**src/hw/rtl/mwca_pkg.sv**
```systemverilog
`timescale 1ns / 1ps
// Shared types, codes and defaults of the mass-weighted covariance accumulator.
package mwca_pkg;

	localparam int unsigned MAX_ELEMENTS_DEF = 96;
	localparam int unsigned MAX_FRAMES_DEF   = 32767;
	localparam int unsigned QUEUE_DEPTH      = 2;
	localparam int unsigned CFG_AW           = 3;
	localparam logic [15:0] WEIGHT_ONE       = 16'd256;
	localparam logic [6:0]  ELEMENT_COUNT_RST = 7'd96;
	localparam logic [1:0]  GROUP_SIZE_RST    = 2'd3;

	typedef enum logic [1:0] {
		OP_CLEAR  = 2'd0,
		OP_WEIGHT = 2'd1,
		OP_SAMPLE = 2'd2,
		OP_READ   = 2'd3
	} opcode_t;

	typedef enum logic [1:0] {
		STS_OK        = 2'd0,
		STS_NO_FRAMES = 2'd1,
		STS_BAD_INDEX = 2'd2,
		STS_FULL      = 2'd3
	} status_t;

	typedef enum logic {
		REG_ELEMENT_COUNT = 1'b0,
		REG_GROUP_SIZE    = 1'b1
	} reg_idx_t;

	typedef struct packed {
		logic [1:0]         opcode;
		logic signed [23:0] sample_value;
		logic [6:0]         weight_index;
		logic [15:0]        weight_value;
		logic [6:0]         entry_row;
		logic [6:0]         entry_col;
	} item_t;

	typedef struct packed {
		logic signed [63:0] covariance_value;
		logic [1:0]         status;
	} result_t;

	typedef enum logic [2:0] {
		CMD_CLEAR,
		CMD_WEIGHT,
		CMD_SAMPLE,
		CMD_READ,
		CMD_REJECT
	} cmd_kind_t;

	typedef struct packed {
		cmd_kind_t          kind;
		logic signed [23:0] sample;
		logic [6:0]         widx;
		logic [15:0]        weight;
		logic [6:0]         row;
		logic [6:0]         col;
	} cmd_t;

	typedef enum logic [3:0] {
		ST_CLEAR,
		ST_IDLE,
		ST_DECODE,
		ST_SAMP,
		ST_DRAIN,
		ST_RD_ADDR,
		ST_RD_MEM,
		ST_RD_WAIT,
		ST_DIV_GO,
		ST_DIV_WAIT,
		ST_COV_MUL,
		ST_COV_SUB,
		ST_SQRT,
		ST_SQRT_FIX,
		ST_SCALE,
		ST_RESULT
	} back_state_t;

	typedef struct packed {
		logic        start;
		logic [63:0] dividend;
	} div_req_t;

	typedef struct packed {
		logic        done;
		logic [63:0] quotient;
	} div_rsp_t;

endpackage

```
**src/hw/rtl/mwca_fifo.sv**
```systemverilog
`timescale 1ns / 1ps
// Small register queue used between the front, the back and the result port.
module mwca_fifo import mwca_pkg::*; #(
	parameter int unsigned W     = 8,
	parameter int unsigned DEPTH = QUEUE_DEPTH
) (
	input  logic         clk,
	input  logic         arst_n,
	input  logic         wr,
	input  logic [W-1:0] wdata,
	output logic         full,
	input  logic         rd,
	output logic [W-1:0] rdata,
	output logic         empty
);
	localparam int unsigned AW = (DEPTH > 1) ? $clog2(DEPTH) : 1;

	logic [W-1:0] mem_q [DEPTH];
	logic [AW-1:0] wp_q, rp_q;
	logic [AW:0] cnt_q;
	logic do_wr, do_rd;

	assign full  = (cnt_q == (AW+1)'(DEPTH));
	assign empty = (cnt_q == '0);
	assign do_wr = wr && !full;
	assign do_rd = rd && !empty;
	assign rdata = mem_q[rp_q];

	always_ff @(posedge clk or negedge arst_n) begin
		if (!arst_n) begin
			wp_q  <= '0;
			rp_q  <= '0;
			cnt_q <= '0;
		end else begin
			if (do_wr) begin
				wp_q <= (wp_q == AW'(DEPTH - 1)) ? '0 : wp_q + 1'b1;
			end
			if (do_rd) begin
				rp_q <= (rp_q == AW'(DEPTH - 1)) ? '0 : rp_q + 1'b1;
			end
			if (do_wr && !do_rd) begin
				cnt_q <= cnt_q + 1'b1;
			end else if (do_rd && !do_wr) begin
				cnt_q <= cnt_q - 1'b1;
			end
		end
	end

	always_ff @(posedge clk) begin
		if (do_wr) begin
			mem_q[wp_q] <= wdata;
		end
	end

endmodule

```
**src/hw/rtl/mwca_front.sv**
```systemverilog
`timescale 1ns / 1ps
// Front end: accepts requests, checks indices and queues commands for the back end.
module mwca_front import mwca_pkg::*; #(
	parameter int unsigned MAX_ELEMENTS = MAX_ELEMENTS_DEF,
	localparam int unsigned CW = $clog2(MAX_ELEMENTS + 1)
) (
	input  logic          clk,
	input  logic          arst_n,
	input  logic          push,
	input  item_t         item,
	output logic          full,
	input  logic          hold,
	input  logic [CW-1:0] n_eff,
	input  logic          cmd_pop,
	output logic          cmd_valid,
	output cmd_t          cmd
);
	cmd_t cmd_in;
	logic q_full, q_empty;
	logic [$bits(cmd_t)-1:0] q_rdata;

	always_comb begin
		cmd_in        = '0;
		cmd_in.sample = item.sample_value;
		cmd_in.widx   = item.weight_index;
		cmd_in.weight = item.weight_value;
		cmd_in.row    = item.entry_row;
		cmd_in.col    = item.entry_col;
		unique case (opcode_t'(item.opcode))
			OP_CLEAR:  cmd_in.kind = CMD_CLEAR;
			OP_WEIGHT: cmd_in.kind = (32'(item.weight_index) < MAX_ELEMENTS) ?
				CMD_WEIGHT : CMD_REJECT;
			OP_SAMPLE: cmd_in.kind = CMD_SAMPLE;
			OP_READ: begin
				if ((item.entry_row > item.entry_col) ||
				    (32'(item.entry_col) >= 32'(n_eff))) begin
					cmd_in.kind = CMD_REJECT;
				end else begin
					cmd_in.kind = CMD_READ;
				end
			end
			default:   cmd_in.kind = CMD_REJECT;
		endcase
	end

	mwca_fifo #(
		.W     ($bits(cmd_t)),
		.DEPTH (QUEUE_DEPTH)
	) u_cmd_q (
		.clk   (clk),
		.arst_n(arst_n),
		.wr    (push && !full),
		.wdata (cmd_in),
		.full  (q_full),
		.rd    (cmd_pop),
		.rdata (q_rdata),
		.empty (q_empty)
	);

	assign full      = q_full || hold;
	assign cmd_valid = !q_empty;
	assign cmd       = cmd_t'(q_rdata);

endmodule

```
**config.mk**
```make
export PLATFORM = sky130hd
export DESIGN_NAME = mwca_front
export DESIGN_NICKNAME = d
export VERILOG_FILES = /design/src/hw/rtl/mwca_pkg.sv /design/src/hw/rtl/mwca_fifo.sv /design/src/hw/rtl/mwca_front.sv
export SDC_FILE = /design/constraint.sdc
export NUM_CORES = 1
export LEC_CHECK = 0
export CORE_MARGIN = 8
export CORE_UTILIZATION = 40
export DETAILED_ROUTE_END_ITERATION = 16
export DONT_BUFFER_PORTS = 1
export GPL_ROUTABILITY_DRIVEN = 0
export PLACE_DENSITY = 0.54
export SYNTH_ARGS = -nofsm -noshare
export SYNTH_HDL_FRONTEND = slang
export SYNTH_HIERARCHICAL = 1
export SYNTH_SLANG_ARGS = --single-unit
```
**constraint.sdc**
```tcl
create_clock -name clk -period 13.1 [get_ports clk]
set_input_delay 0.655 -clock clk [delete_from_list [all_inputs] [get_ports clk]]
set_output_delay 0.655 -clock clk [all_outputs]
set_load 0.02 [all_outputs]
```
==> metrics.md <==
| Metric | Value |
|---|---|
| Result of the run | `completed` |
| Port-buffer cells | `0` |
| Via count | `2368` |
| Final count of hold timing violations | `0` |
| Core outline area | `13300 sq um` |
| Largest area contributor in the synthesized netlist | `edfxtp_1` |
| Crit path arrival time | `slightly above 3000 ps` |
| Actual slew at the worst max-slew pin | `1010 ps` |
| Sequential-to-total area share from yosys stat | `0.724` |
| DRT Wirelength | `10000 um` |
| Summed area of non-filler cells in the final layout | `6180 sq um` |
| Worst ir drop on vdd | `0.0833 mV` |
| Max Buffers Root-to-Sink | `2` |
| Count of warnings emitted by yosys | `6` |
| Final setup violation count | `0` |
| Mean instance size in the synthesized netlist | `about 20 sq um` |
| Post-synthesis instance area | `5440 sq um` |
| Biggest cell delay along the critical path | `780 ps` |
| Starting utilization of the core area | `0.409` |
| Final worst path period share | `0.226` |
| Flop and latch count out of synthesis | `132` |
| Die Footprint | `between 15000 and 20000 sq um` |
| Iter 0 DRT Violations | `between 100 and 150` |
| Die Wd | `~130 um` |
| Clock buffers created by TritonCTS | `17` |
| Ratio of cells with drive above 1 in the final layout | `0.322` |
| First-pass GRT wire length | `15100 um` |
| Count of inserted antenna diode cells | `0` |
| Detailed placer's ending HPWL | `roughly 6700 um` |
| Number of antenna violations at the first check in global routing | `0` |
| Worst max-slew margin expressed relative to the limit | `0.325` |
| Overflow left after global routing | `0` |
| Total DRC errors in the routed layout | `0` |
| Number of cells after detailed placement | `approximately 450` |
| Leakage Power | `between 2 and 2.5 nW` |
| Via density per instance | `4.93` |
| RSZ-0062 raised after global routing | `no` |
| Final number of max-transition violations | `0` |
| Number of unique standard cell types used by synthesis | `29` |
| Clock latency at the later pin of the worst-skew pair | `just over 400 ps` |
| Synthesized Nets | `366` |
| Setup Skew | `5.04 ps` |
| CTS-repair resized insts | `0` |
| Maximum Capacitance Violations | `0` |
| Register clock-pin slew on the reported worst setup and hold paths | `60 ps` |
| Post-CTS Hold Fix Bufs | `1` |
| Sinks on Clock Net | `132` |
| Non-filler instance count after layout | `480` |
| Fraction of synthesis flops using an asynchronous set or reset pin | `0.0303` |
| Placed cell areas | `between 5000 and 6000 sq um` |
| Power density over the cells | `220 nW/um^2` |
| Synthesized instance count | `approximately 280` |
| Startpoint type of the worst setup path | `flip-flop` |
| Maximum fanout count along the critical path | `34` |
| Number of flops mapped to enable cells by yosys | `128` |
| Layout overhead on the synthesized area | `13.6%` |
| Final routed wire length divided by cell count | `between 20 and 25 um` |
| Maximum number of pins on one net before global-route repair | `65` |
| Maximum achievable frequency | `0.337 GHz` |
| DRT antenna net count | `0` |
| Number of I/O pins | `141` |
| Tmin final | `between 2000 and 3000 ps` |
| Post-CTS Setup Repair Bufs | `0` |
| Top cell type's share of synthesized area | `0.706` |
| Library cell used as clock root buffer | `clkbuf_16` |
| Length of the first detailed-routing pass in iterations | `4` |
| Total GRT Usage | `0.116` |
| Worst path slowest cell | `nor2_4` |
| Primary flip-flop cell chosen by synthesis mapping | `edfxtp_1` |
| WP data required | `~13000 ps` |
| Rows | `42` |
| Height of the die | `133 um` |
| Layout Nets | `381` |
| Min-delay worst type | `primary input to flip-flop` |
| Final cell utilization of the core | `0.465` |
| Ranking of synthesized cells by area | `edfxtp_1, mux2_4, ha_1` |
| Clock tree from TritonCTS | `done` |
| Cells along the critical path | `nand2b_1 > inv_1 > or2_2 > nor2_1 > nand2_1 > nor2_4 > buf_4` |
| H-tree levels | `4` |
| Critical Path Sink Type | `flip-flop` |
| Critical path class | `flip-flop to flip-flop` |
| Layout fillers | `1147` |
| Number of global-route vias before repair | `2573` |
| Summed negative setup slack over all endpoints | `0 ps` |
synth_stat cells (2+ instances only):
library cell and number:
edfxtp_1 128, mux2_4 50, inv_1 20, ha_1 15, mux2_2 14, buf_6 6, a21oi_1 5, nor2_1 5
dfrtp_1 4, nand2b_1 3, xnor2_1 3, a211oi_1 2, a21o_1 2, and3_1 2, nand2_1 2, xor2_1 2
cell usage in the layout (no fill, tap or decap), types with 2 or more instances in the layout:
master / Yosys / routed
nor2_1: 5 / 4
a21oi_1: 5 / 5
inv_1: 20 / 20
xor2_1: 2 / 2
edfxtp_1: 128 / 128
ha_1: 15 / 15
a21o_1: 2 / 2
nand2b_1: 3 / 3
buf_4: 0 / 2
mux2_2: 14 / 14
clkbuf_1: 0 / 2
clkinv_1: 0 / 5
mux2_4: 50 / 50
dfrtp_1: 4 / 3
nand2_1: 2 / 2
a211oi_1: 2 / 2
xnor2_1: 3 / 3
clkbuf_16: 0 / 17
bufinv_16: 0 / 2
clkinv_2: 0 / 3
clkinvlp_4: 0 / 3
critical path, delay by kind of cell (launching register included):
family                 cells  cell delay [ps]
AND/OR/NAND/NOR            5             1580
buffers and inverters      2              580
flip-flops                 1              410
registers in the layout, summed over array words and instances, names as in the netlist:
signal and flops:
u_cmd_q/cnt_q 2, u_cmd_q/mem_q 128, u_cmd_q/rp_q 1, u_cmd_q/wp_q 1
power by group:
group	switching [mW]	total [mW]	internal (mW)
Combinational	0.214	0.358	0.144
Sequential	0.0332	0.564	0.531
Clock	0.161	0.436	0.275
per-stage QoR:
stage | hold WS (ps) | setup slack [ps] | power, mW
after global placement | 360 | 10020 | 0.940
after global routing | 311 | 9840 | 1.42
after detailed placement | 360 | 10000 | 0.942
final | 341 | 10130 | 1.36
after CTS | 318 | 10040 | 1.39
after floorplan | 359 | 8700 | 0.896
path summary, 6_finish.rpt:
| path | startpoint | end | slack (ps) | depth (start not counted) |
|---|---|---|---|---|
| worst max-delay path | u_cmd_q/cnt_q[0]$_DFFE_PN0P_ | u_cmd_q/mem_q[0][38]$_DFFE_PP_ | 10130 | 7 |
| worst min-delay path | item[6] | u_cmd_q/mem_q[0][6]$_DFFE_PP_ | 340 | 0 |
| worst max register to register | u_cmd_q/cnt_q[0]$_DFFE_PN0P_ | u_cmd_q/mem_q[0][38]$_DFFE_PP_ | 10130 | 7 |
| worst min register to register | u_cmd_q/cnt_q[1]$_DFFE_PN0P_ | u_cmd_q/cnt_q[1]$_DFFE_PN0P_ | 520 | 1 |
| max in group asynchronous | arst_n | u_cmd_q/rp_q$_DFFE_PN0P_ | 12380 | 1 |
| min in group asynchronous | arst_n | u_cmd_q/wp_q$_DFFE_PN0P_ | 530 | 1 |
layout make-up:
type / count / area, sq um / area share
inverters: 20 / 75.1 / 0.0121
repair buffers: 3 / 25.0 / 0.00405
clock inverters: 13 / 116 / 0.0188
flip-flops and latches: 132 / 3950 / 0.639
well taps: 176 / 220 / 0.0356
multi-input cells: 117 / 1370 / 0.221
clock buffers: 19 / 433 / 0.0700
metal layers:
layer  routed length [um]  part of all wire  global-route usage
met2                 4860              0.48               0.186
met1                 3710              0.37               0.115
met3                 1280              0.13              0.0734
met4                  183             0.018              0.0606
met5                    0                 0                   0
kinds of logic after synthesis:
| group | count (synthesis) | synth area share |
|---|---|---|
| AOI/OAI and AO/OA | 17 | 0.0239 |
| xor gates and xnor gates | 5 | 0.00805 |
| adders and majority gates | 15 | 0.0345 |
| buffers and inverters | 27 | 0.0271 |
| DFF | 132 | 0.724 |
| muxes | 64 | 0.167 |
| and+or+nand+nor | 16 | 0.0152 |
Note: power is estimated with default switching activity, not from simulation.
