`src/hw/rtl/mwca_pkg.sv`:
```
`timescale 1ns / 1ps
// Shared types, codes and defaults of the mass-weighted covariance accumulator.
package mwca_pkg;

	localparam int unsigned MAX_ELEMENTS_DEF = 96;
	localparam int unsigned MAX_FRAMES_DEF   = 32767;
	localparam int unsigned QUEUE_DEPTH      = 2;
	localparam int unsigned CFG_AW           = 3;
	localparam logic [15:0] WEIGHT_ONE       = 16'd256;
	localparam logic [6:0]  ELEMENT_COUNT_RST = 7'd96;
	localparam logic [1:0]  GROUP_SIZE_RST    = 2'd3;

	typedef enum logic [1:0] {
		OP_CLEAR  = 2'd0,
		OP_WEIGHT = 2'd1,
		OP_SAMPLE = 2'd2,
		OP_READ   = 2'd3
	} opcode_t;

	typedef enum logic [1:0] {
		STS_OK        = 2'd0,
		STS_NO_FRAMES = 2'd1,
		STS_BAD_INDEX = 2'd2,
		STS_FULL      = 2'd3
	} status_t;

	typedef enum logic {
		REG_ELEMENT_COUNT = 1'b0,
		REG_GROUP_SIZE    = 1'b1
	} reg_idx_t;

	typedef struct packed {
		logic [1:0]         opcode;
		logic signed [23:0] sample_value;
		logic [6:0]         weight_index;
		logic [15:0]        weight_value;
		logic [6:0]         entry_row;
		logic [6:0]         entry_col;
	} item_t;

	typedef struct packed {
		logic signed [63:0] covariance_value;
		logic [1:0]         status;
	} result_t;

	typedef enum logic [2:0] {
		CMD_CLEAR,
		CMD_WEIGHT,
		CMD_SAMPLE,
		CMD_READ,
		CMD_REJECT
	} cmd_kind_t;

	typedef struct packed {
		cmd_kind_t          kind;
		logic signed [23:0] sample;
		logic [6:0]         widx;
		logic [15:0]        weight;
		logic [6:0]         row;
		logic [6:0]         col;
	} cmd_t;

	typedef enum logic [3:0] {
		ST_CLEAR,
		ST_IDLE,
		ST_DECODE,
		ST_SAMP,
		ST_DRAIN,
		ST_RD_ADDR,
		ST_RD_MEM,
		ST_RD_WAIT,
		ST_DIV_GO,
		ST_DIV_WAIT,
		ST_COV_MUL,
		ST_COV_SUB,
		ST_SQRT,
		ST_SQRT_FIX,
		ST_SCALE,
		ST_RESULT
	} back_state_t;

	typedef struct packed {
		logic        start;
		logic [63:0] dividend;
	} div_req_t;

	typedef struct packed {
		logic        done;
		logic [63:0] quotient;
	} div_rsp_t;

endpackage

```
`src/hw/rtl/mwca_fifo.sv`:
```
`timescale 1ns / 1ps
// Small register queue used between the front, the back and the result port.
module mwca_fifo import mwca_pkg::*; #(
	parameter int unsigned W     = 8,
	parameter int unsigned DEPTH = QUEUE_DEPTH
) (
	input  logic         clk,
	input  logic         arst_n,
	input  logic         wr,
	input  logic [W-1:0] wdata,
	output logic         full,
	input  logic         rd,
	output logic [W-1:0] rdata,
	output logic         empty
);
	localparam int unsigned AW = (DEPTH > 1) ? $clog2(DEPTH) : 1;

	logic [W-1:0] mem_q [DEPTH];
	logic [AW-1:0] wp_q, rp_q;
	logic [AW:0] cnt_q;
	logic do_wr, do_rd;

	assign full  = (cnt_q == (AW+1)'(DEPTH));
	assign empty = (cnt_q == '0);
	assign do_wr = wr && !full;
	assign do_rd = rd && !empty;
	assign rdata = mem_q[rp_q];

	always_ff @(posedge clk or negedge arst_n) begin
		if (!arst_n) begin
			wp_q  <= '0;
			rp_q  <= '0;
			cnt_q <= '0;
		end else begin
			if (do_wr) begin
				wp_q <= (wp_q == AW'(DEPTH - 1)) ? '0 : wp_q + 1'b1;
			end
			if (do_rd) begin
				rp_q <= (rp_q == AW'(DEPTH - 1)) ? '0 : rp_q + 1'b1;
			end
			if (do_wr && !do_rd) begin
				cnt_q <= cnt_q + 1'b1;
			end else if (do_rd && !do_wr) begin
				cnt_q <= cnt_q - 1'b1;
			end
		end
	end

	always_ff @(posedge clk) begin
		if (do_wr) begin
			mem_q[wp_q] <= wdata;
		end
	end

endmodule

```
`config.mk`:
```
export PLATFORM = sky130hd
export DESIGN_NAME = mwca_fifo
export DESIGN_NICKNAME = d
export VERILOG_FILES = /design/src/hw/rtl/mwca_pkg.sv /design/src/hw/rtl/mwca_fifo.sv
export SDC_FILE = /design/constraint.sdc
export NUM_CORES = 1
export LEC_CHECK = 0
export BUFFER_PORTS_ARGS = -buffer_cell sky130_fd_sc_hd__buf_4
export CORE_MARGIN = 4
export CORE_UTILIZATION = 40
export DETAILED_ROUTE_END_ITERATION = 16
export MAX_ROUTING_LAYER = met4
export PLACE_DENSITY = 0.73
export SYNTH_ARGS = -nofsm -noshare
export SYNTH_HDL_FRONTEND = slang
export SYNTH_SLANG_ARGS = --single-unit
```
`constraint.sdc`:
```
create_clock -name clk -period 1.54 [get_ports clk]
set_input_delay 0.077 -clock clk [delete_from_list [all_inputs] [get_ports clk]]
set_output_delay 0.077 -clock clk [all_outputs]
set_load 0.01 [all_outputs]
```
==> reports/qor.txt, run 1 <==
end of the worst hold path - wp_q
Reg-to-Reg Start - cnt_q[0]
r2r setup slk - 0.11 ns
latest clock arrival within the worst-skew pair - 0.30 ns
WS Path Type - register to register
drt drc - 0
Slew Limit Fails - 0
Initial Util - 43.9%
leakage - 0.000463 uW
gr usage total - 11.8%
R2R Path End - cnt_q[1]
YS warnings - 0
Top Ports - 22
diode count - 0
Avg Cell Area, Syn - 17.8 um2
CP required - 1.76 ns
final net count - 95
CP endpoint kind - register
CP startpoint kind - register
layout cells sized above 1 - 40.7%
IO buf count - 21
clock transition at the registers of the reported paths - 0.10 ns
period utilisation layout - 92.8%
vias in the first global route - 508
CP max FO - 3
cell row count - 15
Final ANT Viol Nets - 0
PnR Total Power - 1840 uW
Netlist Area Pre-Place - 782 um2
Fmax - 700 MHz
vias per inst - 4.52
Routed WL - 1.32 mm
total core area - 1780 um2
drt pass-1 iters - 3
largest net degree at the start of global routing - 12
Unique masters post-synth - 15
worst hold start - wr
Slew @ Worst Pin - 0.375 ns
outcome - finished clean
Die Y - 52.2 um
# fillers - 149
Reg2Reg Depth - 6
Mapped Nets - 57
hold path depth - 3
first-pass GRT wire length - 2.15 mm
Finish-stage setup viols - 0
DIE AREA - 2730 um2
Post-Synthesis Cells - 44
Layout area overhead - 42.4%
Initial DRC Count - 7
final setup skew - 0.0121 ns
Tmin final - 1.43 ns
root buf cell - clkbuf_4
total congestion overflow - 0
power per cell area - 1650 nW/um2
flops & latches, synth - 20
Clock Path Buffers - 2
setup TNS - 0 ns
TritonCTS Buffers - 3
Critical Path AT - 1.65 ns
Clock Sinks - 20
RSZ-0062 raised after global routing - no
DR vias - 479
chip width - 52.2 um
drt wl/cell - 12.4 um
sequential share of the synthesized area - 74.2%
initial antenna violation count - 0
Slew HR - 75.0%
Final Hold Viols - 0
H-tree levels - 1
placed wire-length estimate - 848 um
routability cong. - 0.666
CTS tree - done
Hold WC Path Type - primary input to register
Max VDD drop - 933 uV
MaxCap Viol Count - 0
-- registers in the layout, indices dropped and copies added (netlist names) --
name   count
rp_q       1
mem_q     16
wp_q       1
cnt_q      2
-- layout by cell type (no fill, tap or decap) --
cell type / Yosys / layout
and3_1: 1 / 1
buf_4: 0 / 25
clkbuf_4: 0 / 3
clkinv_1: 0 / 1
dfrtp_1: 4 / 3
dfrtp_2: 0 / 1
dlygate4sd3_1: 0 / 9
edfxtp_1: 16 / 16
ha_1: 1 / 1
inv_1: 2 / 2
mux2_1: 6 / 6
mux2_2: 2 / 2
nand2_2: 1 / 1
nand2b_1: 1 / 1
nor2_1: 3 / 3
o21ai_1: 1 / 1
xnor2_1: 2 / 2
xnor2_2: 1 / 1
xor2_1: 2 / 2
-- synthesized netlist by cell type --
| master | number | share of area (%) |
|---|---|---|
| edfxtp_1 | 16 | 61 |
| ha_1 | 1 | 1.6 |
| xnor2_2 | 1 | 2.1 |
| dfrtp_1 | 4 | 13 |
| nand2_2 | 1 | 0.80 |
| o21ai_1 | 1 | 0.64 |
| buf_2 | 1 | 0.64 |
| mux2_1 | 6 | 8.6 |
| nor2_1 | 3 | 1.4 |
| xor2_1 | 2 | 2.2 |
| mux2_2 | 2 | 2.9 |
| inv_1 | 2 | 0.96 |
| nand2b_1 | 1 | 0.80 |
| xnor2_1 | 2 | 2.2 |
| and3_1 | 1 | 0.80 |
-- worst max-delay path, stage by stage (launching register included) --
cell,delay (ns)
dfrtp_1,0.41
nand2b_1,0.18
nand2_2,0.12
inv_1,0.05
ha_1,0.30
nor2_1,0.13
xor2_1,0.16
-- worst max path at each step --
stage | startpoint | slack [ns] | to
CTS | rp_q | 0.01 | rdata[2]
global placement | cnt_q[0] | 0.12 | cnt_q[1]
detailed placement | cnt_q[0] | 0.09 | cnt_q[1]
global route | cnt_q[0] | 0.03 | cnt_q[1]
floorplan | cnt_q[0] | 0.15 | mem_q[0][0]
finish | cnt_q[0] | 0.11 | cnt_q[1]
-- cells by family after synthesis --
group / synth area share [%]
and+or+nand+nor: 3.84
DFF: 74.2
buffers and inverters: 1.60
xor gates and xnor gates: 6.56
adders and majority gates: 1.60
muxes: 11.5
AOI/OAI and AO/OA: 0.639
-- area by class of cell --
class                      count  area (um2)  area share (%)
timing repair buffer          34         278            24.9
clock inverter                 1        3.75           0.337
sequential                    20         582            52.2
inverter                       2        7.51           0.674
clock buffer                   3        22.5            2.02
multi-input combinational     21         189            17.0
tap                           25        31.3            2.81
-- power by group --
group	switching (uW)	internal (uW)
registers	109	758
clock network	159	94.5
logic	302	417
total	570	1270
-- metal layers --
layer	GRT usage [%]	vias to the layer above	share of wire (%)	wire, um
met5	-	-	0	0
met4	7.66	0	2.5	33
met3	3.70	4	6.7	88
met2	18.8	16	50	654
met1	12.7	228	41	543
li1	-	231	-	-
-- per-stage QoR --
| step | util (%) | worst slack [ns] | hold WS, ns | cell area, um2 | instances |
|---|---|---|---|---|---|
| floorplan | - | 0.148 | -0.219 | 782 | 44 |
| global placement | 55.0 | 0.115 | -0.123 | 981 | 91 |
| detailed placement | 55.0 | 0.0931 | -0.123 | 981 | 91 |
| CTS | 61.5 | 0.0118 | 0.0626 | 1100 | 104 |
| global route | 62.5 | 0.0311 | 0.0763 | 1110 | 106 |
| finish | 62.5 | 0.111 | 0.0704 | 1110 | 106 |
-- timing repair --
item	in CTS	in global routing
hold buffers	9	0
endpoints found under the hold margin	20	0
resized for setup	0	1
endpoints found under the setup margin	0	9
buffers inserted	0	2
Power figures use the tool's default switching activity.
==> inputs of run 2 (changes only) <==
==> constraint.sdc (replaced) <==
create_clock -name clk -period 1.4 [get_ports clk]
set_input_delay 0.07 -clock clk [delete_from_list [all_inputs] [get_ports clk]]
set_output_delay 0.07 -clock clk [all_outputs]
set_load 0.01 [all_outputs]
==> run 2 against run 1 <==
Against the previous run: the run now ends with setup timing left; first-iteration DRC count shrank 71%; total power grew 19%; clock skew shrank 0.0082 ns; combinational power grew 31%; via count grew 3.8%; largest cell class unchanged.
==> reports/qor.txt, run 2 (same netlist as run 1, synthesis figures left out) <==
outcome - complete, but fails checks
failing checks - setup timing
drt drc - 0 (unchanged)
Max VDD drop - 1040 uV (+12%)
routability cong. - 0.683 (+2.5%)
top flop regs - mem_q: 16 flops, cnt_q: 2 flops
vias in the first global route - 529 (+4.1%)
Finish-stage setup viols - 1 (+1)
clock transition at the registers of the reported paths - 0.11 ns (about the same)
IO buf count - 21 (unchanged)
Worst path slowest cell - dfrtp_2
TritonCTS Buffers - 3 (unchanged)
Clock Sinks - 20 (unchanged)
total core area - 1780 um2 (unchanged)
Top reg by flops - mem_q
initial antenna violation count - 0 (unchanged)
layout cells sized above 1 - 49.4% (+8.7 points)
WS Path Type - register to output port
Initial Util - 43.9% (unchanged)
Place WS - 0.00422 ns (-0.0889 ns)
critical-path cell list - buf_2 -> mux2_1 -> buf_4
DR vias - 497 (+3.8%)
MaxCap Viol Count - 0 (unchanged)
Critical Path AT - 1.33 ns (-0.32 ns)
period utilisation layout - 100%
H-tree levels - 1 (unchanged)
Initial DRC Count - 2 (-5)
commonest non-fill, non-tap cells in the layout - buf_4, edfxtp_1, dlygate4sd3_1
Hold WC Path Type - primary input to register
Slew @ Worst Pin - 0.372 ns (-0.00328 ns)
gr usage total - 11.7% (-0.12 points)
DIE AREA - 2730 um2 (unchanged)
largest net degree at the start of global routing - 12 (unchanged)
drt wl/cell - 12.4 um (-0.35%)
total congestion overflow - 0 (unchanged)
Clock Path Buffers - 2 (unchanged)
number of flip-flops under the largest register name - 16 (unchanged)
RSZ-0062 raised after global routing - yes
Final Hold Viols - 0 (unchanged)
post-route setup slack - -0.00164 ns (-0.113 ns)
Fmax - 713 MHz
drt pass-1 iters - 2 (-1)
Worst path max stage delay - 0.41 ns (about the same)
leakage - 0.000496 uW (+7.1%)
final core utilization - 65.6% (+3.2 points)
Layout area overhead - 49.6%
Slew HR - 75.2% (+0.22 points)
Routed WL - 1.36 mm (+3.4%)
placed wire-length estimate - 919 um (+8.4%)
power per cell area - 1870 nW/um2 (+13%)
Final ANT Viol Nets - 0 (unchanged)
final net count - 99 (+4.2%)
most common cell after layout, fill and taps aside - buf_4
CTS tree - done
cell row count - 15 (unchanged)
CP endpoint kind - output port
Tmin final - 1.40 ns
first-pass GRT wire length - 2.19 mm (+1.6%)
Slew Limit Fails - 0 (unchanged)
vias per inst - 4.52 (about the same)
root buf cell - clkbuf_4
Top Ports - 22 (unchanged)
chip width - 52.2 um (unchanged)
diode count - 0 (unchanged)
CP max FO - 4 (+1)
latest clock arrival within the worst-skew pair - 0.29 ns (about the same)
final setup skew - 0.00397 ns (-0.00817 ns)
CP required - 1.33 ns (-0.43 ns)
CP startpoint kind - register
Die Y - 52.2 um (unchanged)
run 2: final cells by class:
class,instances,area (um2)
Fill cell,145,613
Timing Repair Buffer,38,305
Sequential cell,20,583
Inverter,2,7.51
Multi-Input combinational cell,21,206
Tap cell,25,31.3
Clock buffer,4,36.3
run 2: worst max-delay path: cells and delay by family (launching register included):
kind | cells | cell delay [ns]
flops | 1 | 0.41
buf+inv | 2 | 0.31
mux | 1 | 0.32
run 2: metrics by stage:
step | hold slack [ns] | TNS, ns | total power (uW) | area (um2) | std cells
after floorplan | -0.226 | 0 | 1380 | 782 | 44
after global placement | -0.130 | 0 | 1720 | 996 | 93
after detailed placement | -0.129 | 0 | 1740 | 996 | 93
after CTS | 0.0831 | 0 | 2110 | 1130 | 107
after global routing | 0.0362 | -0.421 | 2340 | 1170 | 110
final | 0.0448 | -0.00164 | 2190 | 1170 | 110
run 2: final timing paths:
check | from | end | slack (ns) | cells past startpoint
setup / recovery | rp_q | rdata[4] | -0.002 | 3
hold / removal | rd | rp_q | 0.04 | 3
setup reg to reg | cnt_q[1] | cnt_q[1] | 0.06 | 5
hold reg to reg | wp_q | wp_q | 0.53 | 1
max in group asynchronous | arst_n | rp_q | 1.20 | 2
min in group asynchronous | arst_n | cnt_q[0] | 0.08 | 2
run 2: per-layer routing:
metal	GRT usage (%)	up-vias	share of wire [%]	routed length, um
met5	-	-	0	0
met4	5.11	0	1.5	21
met3	3.42	4	6.7	92
met2	19.9	16	53	717
met1	12.8	235	39	533
li1	-	242	-	-
run 2: power by group:
group / switching, uW / leakage [uW] / internal (uW)
sequential: 86.0 / 0.000193 / 837
clock: 164 / 0.0000210 / 159
combinational: 400 / 0.000282 / 545
total: 650 / 0.000496 / 1540
run 2: what timing repair did:
action,4_1_cts,5_1_grt
resized for setup,2,4
hold buffers,9,0
endpoints found under the setup margin,9,17
pin swaps,0,2
cloned,0,0
buffers inserted,1,3
hold endpoints to repair,20,0
==> inputs of run 3 (changes only) <==
--- a/config.mk
+++ b/config.mk
@@ -10,7 +10,6 @@
 export CORE_UTILIZATION = 40
 export DETAILED_ROUTE_END_ITERATION = 16
 export MAX_ROUTING_LAYER = met4
-export PLACE_DENSITY = 0.73
 export SYNTH_ARGS = -nofsm -noshare
 export SYNTH_HDL_FRONTEND = slang
 export SYNTH_SLANG_ARGS = --single-unit
==> run 3 against run 2 <==
Against the previous run: the flow now finishes without violations; die area did not move; final area rose by 2.6%; total power rose by 6.4%; fmax rose by 2.8%; cell count did not move; critical path depth fell by 1; count of clock-buffer cells in the layout fell by 1; sequential cell count did not move.
==> reports/qor.txt, run 3 (same netlist as run 1, synthesis figures left out) <==
power per cell area - 1940 nW/um2 (+3.8%)
WS Path Type - register to output port
Place WS - -0.0130 ns (-0.0172 ns)
R2R Path End - cnt_q[1]
CP startpoint kind - register
RSZ-0062 raised after global routing - yes
DR vias - 468 (-5.8%)
Top Ports - 22 (unchanged)
root buf cell - clkbuf_4
total congestion overflow - 0 (unchanged)
placed wire-length estimate - 933 um (+1.6%)
IO buf count - 21 (unchanged)
cell row count - 15 (unchanged)
Final ANT Viol Nets - 0 (unchanged)
top flop regs - mem_q: 16 flops, cnt_q: 2 flops
Reg2Reg Depth - 7 (+2)
layout cells sized above 1 - 50.6% (+1.2 points)
Routed WL - 1.30 mm (-5.1%)
Clock Sinks - 20 (unchanged)
CP max FO - 9 (+5)
latest clock arrival within the worst-skew pair - 0.29 ns (about the same)
Critical Path AT - 1.29 ns (-0.04 ns)
# fillers - 147 (+1.4%)
post-route setup slack - 0.0371 ns (+0.0387 ns)
period utilisation layout - 97.4% (-2.8 points)
leakage - 0.000504 uW (+1.6%)
Max VDD drop - 1160 uV (+11%)
CP required - 1.33 ns (about the same)
largest net degree at the start of global routing - 13 (+1)
drt wl/cell - 11.8 um (-5.1%)
final core utilization - 67.3% (+1.7 points)
Hold WC Path Type - primary input to register
r2r setup slk - 0.05 ns (about the same)
CTS tree - done
Final Hold Viols - 0 (unchanged)
crit path capture - rdata[6]
vias per inst - 4.25 (-5.8%)
CP endpoint kind - output port
TritonCTS Buffers - 3 (unchanged)
commonest non-fill, non-tap cells in the layout - buf_4, edfxtp_1, dlygate4sd3_1
first-pass GRT wire length - 2.13 mm (-2.8%)
Tmin final - 1.36 ns (-0.0387 ns)
number of flip-flops under the largest register name - 16 (unchanged)
Worst Path Buf+Inv - 1 (-1)
DIE AREA - 2730 um2 (unchanged)
diode count - 0 (unchanged)
Initial Util - 43.9% (unchanged)
routability cong. - 0.722 (+5.7%)
vias in the first global route - 498 (-5.9%)
Finish-stage setup viols - 0 (-1)
gr usage total - 11.0% (-0.66 points)
drt drc - 0 (unchanged)
Initial DRC Count - 10 (+8)
Die Y - 52.2 um (unchanged)
non-filler instance count after layout - 110 (unchanged)
Worst path slowest cell - dfrtp_2
Inst Count DP - 94 (+1.1%)
clock transition at the registers of the reported paths - 0.11 ns (about the same)
Crit. Startpoint - rp_q
outcome - finished clean
Top reg by flops - mem_q
Clock Path Buffers - 2 (unchanged)
Slew HR - 86.2% (+11 points)
final setup skew - 0.0102 ns (+0.00622 ns)
worst hold start - rd
Slew @ Worst Pin - 0.207 ns (-0.165 ns)
Reg-to-Reg Start - cnt_q[1]
total core area - 1780 um2 (unchanged)
Fmax - 734 MHz (+2.8%)
drt pass-1 iters - 3 (+1)
MaxCap Viol Count - 0 (unchanged)
final net count - 99 (unchanged)
WP depth - 2 (-1)
H-tree levels - 1 (unchanged)
initial antenna violation count - 0 (unchanged)
critical-path cell list - mux2_1 -> buf_4
chip width - 52.2 um (unchanged)
Crit path max-delay family - flip-flops
most common cell after layout, fill and taps aside - buf_4
Layout area overhead - 53.4%
Worst path max stage delay - 0.50 ns (+0.09 ns)
Slew Limit Fails - 0 (unchanged)
## run 3: report_power, final
| group | switching (uW) | internal, uW |
|---|---|---|
| Clock | 166 | 289 |
| Combinational | 367 | 542 |
| Sequential | 131 | 836 |
| Total | 664 | 1670 |
## run 3: timing repair
item / in CTS / in global routing
setup buffers: 2 / 1
hold endpoints to repair: 20 / 0
hold buffers: 9 / 0
setup endpoints to repair: 9 / 9
pin swaps: 1 / 3
gates resized for setup: 1 / 7
## run 3: metrics by stage
| step | instance area [um2] | TNS [ns] | hold WS, ns | total power, uW |
|---|---|---|---|---|
| after floorplan | 782 | 0 | -0.226 | 1380 |
| after global placement | 1000 | 0 | -0.129 | 1750 |
| after detailed placement | 1000 | -0.0130 | -0.129 | 1760 |
| after CTS | 1160 | 0 | 0.0608 | 2280 |
| after global routing | 1200 | -0.317 | 0.00546 | 2490 |
| final | 1200 | 0 | 0.0272 | 2330 |
## run 3: area by class of cell
cell class | instances | area, um2 | area share (%)
Clock buffer | 3 | 22.5 | 1.88
Clock inverter | 1 | 30.0 | 2.50
Inverter | 2 | 7.51 | 0.626
Multi-Input combinational cell | 21 | 218 | 18.1
Sequential cell | 20 | 583 | 48.6
Tap cell | 25 | 31.3 | 2.61
Timing Repair Buffer | 38 | 308 | 25.7
## run 3: worst min-delay path by stage
stage | to | depth (start not counted)
floorplan | cnt_q[0] | 0
global placement | cnt_q[0] | 1
detailed placement | cnt_q[0] | 1
CTS | wp_q | 3
global route | rp_q | 3
finish | rp_q | 3
## run 3: layer usage
metal / part of all wire [%] / global-route usage, % / routed length (um) / vias up
met4: 0 / 5.11 / 0 / 0
met2: 50 / 18.0 / 648 / 13
met1: 44 / 13.0 / 572 / 215
met5: 0 / - / 0 / -
met3: 5.7 / 2.56 / 74 / 0
li1: - / - / - / 240
## run 3: worst reg2reg max path, stage by stage (launching register included)
cell,delay [ns]
dfrtp_2,0.48
nand2b_4,0.11
nand2_4,0.07
inv_1,0.06
ha_2,0.16
xor2_1,0.14
nor2_1,0.07
xor2_1,0.15
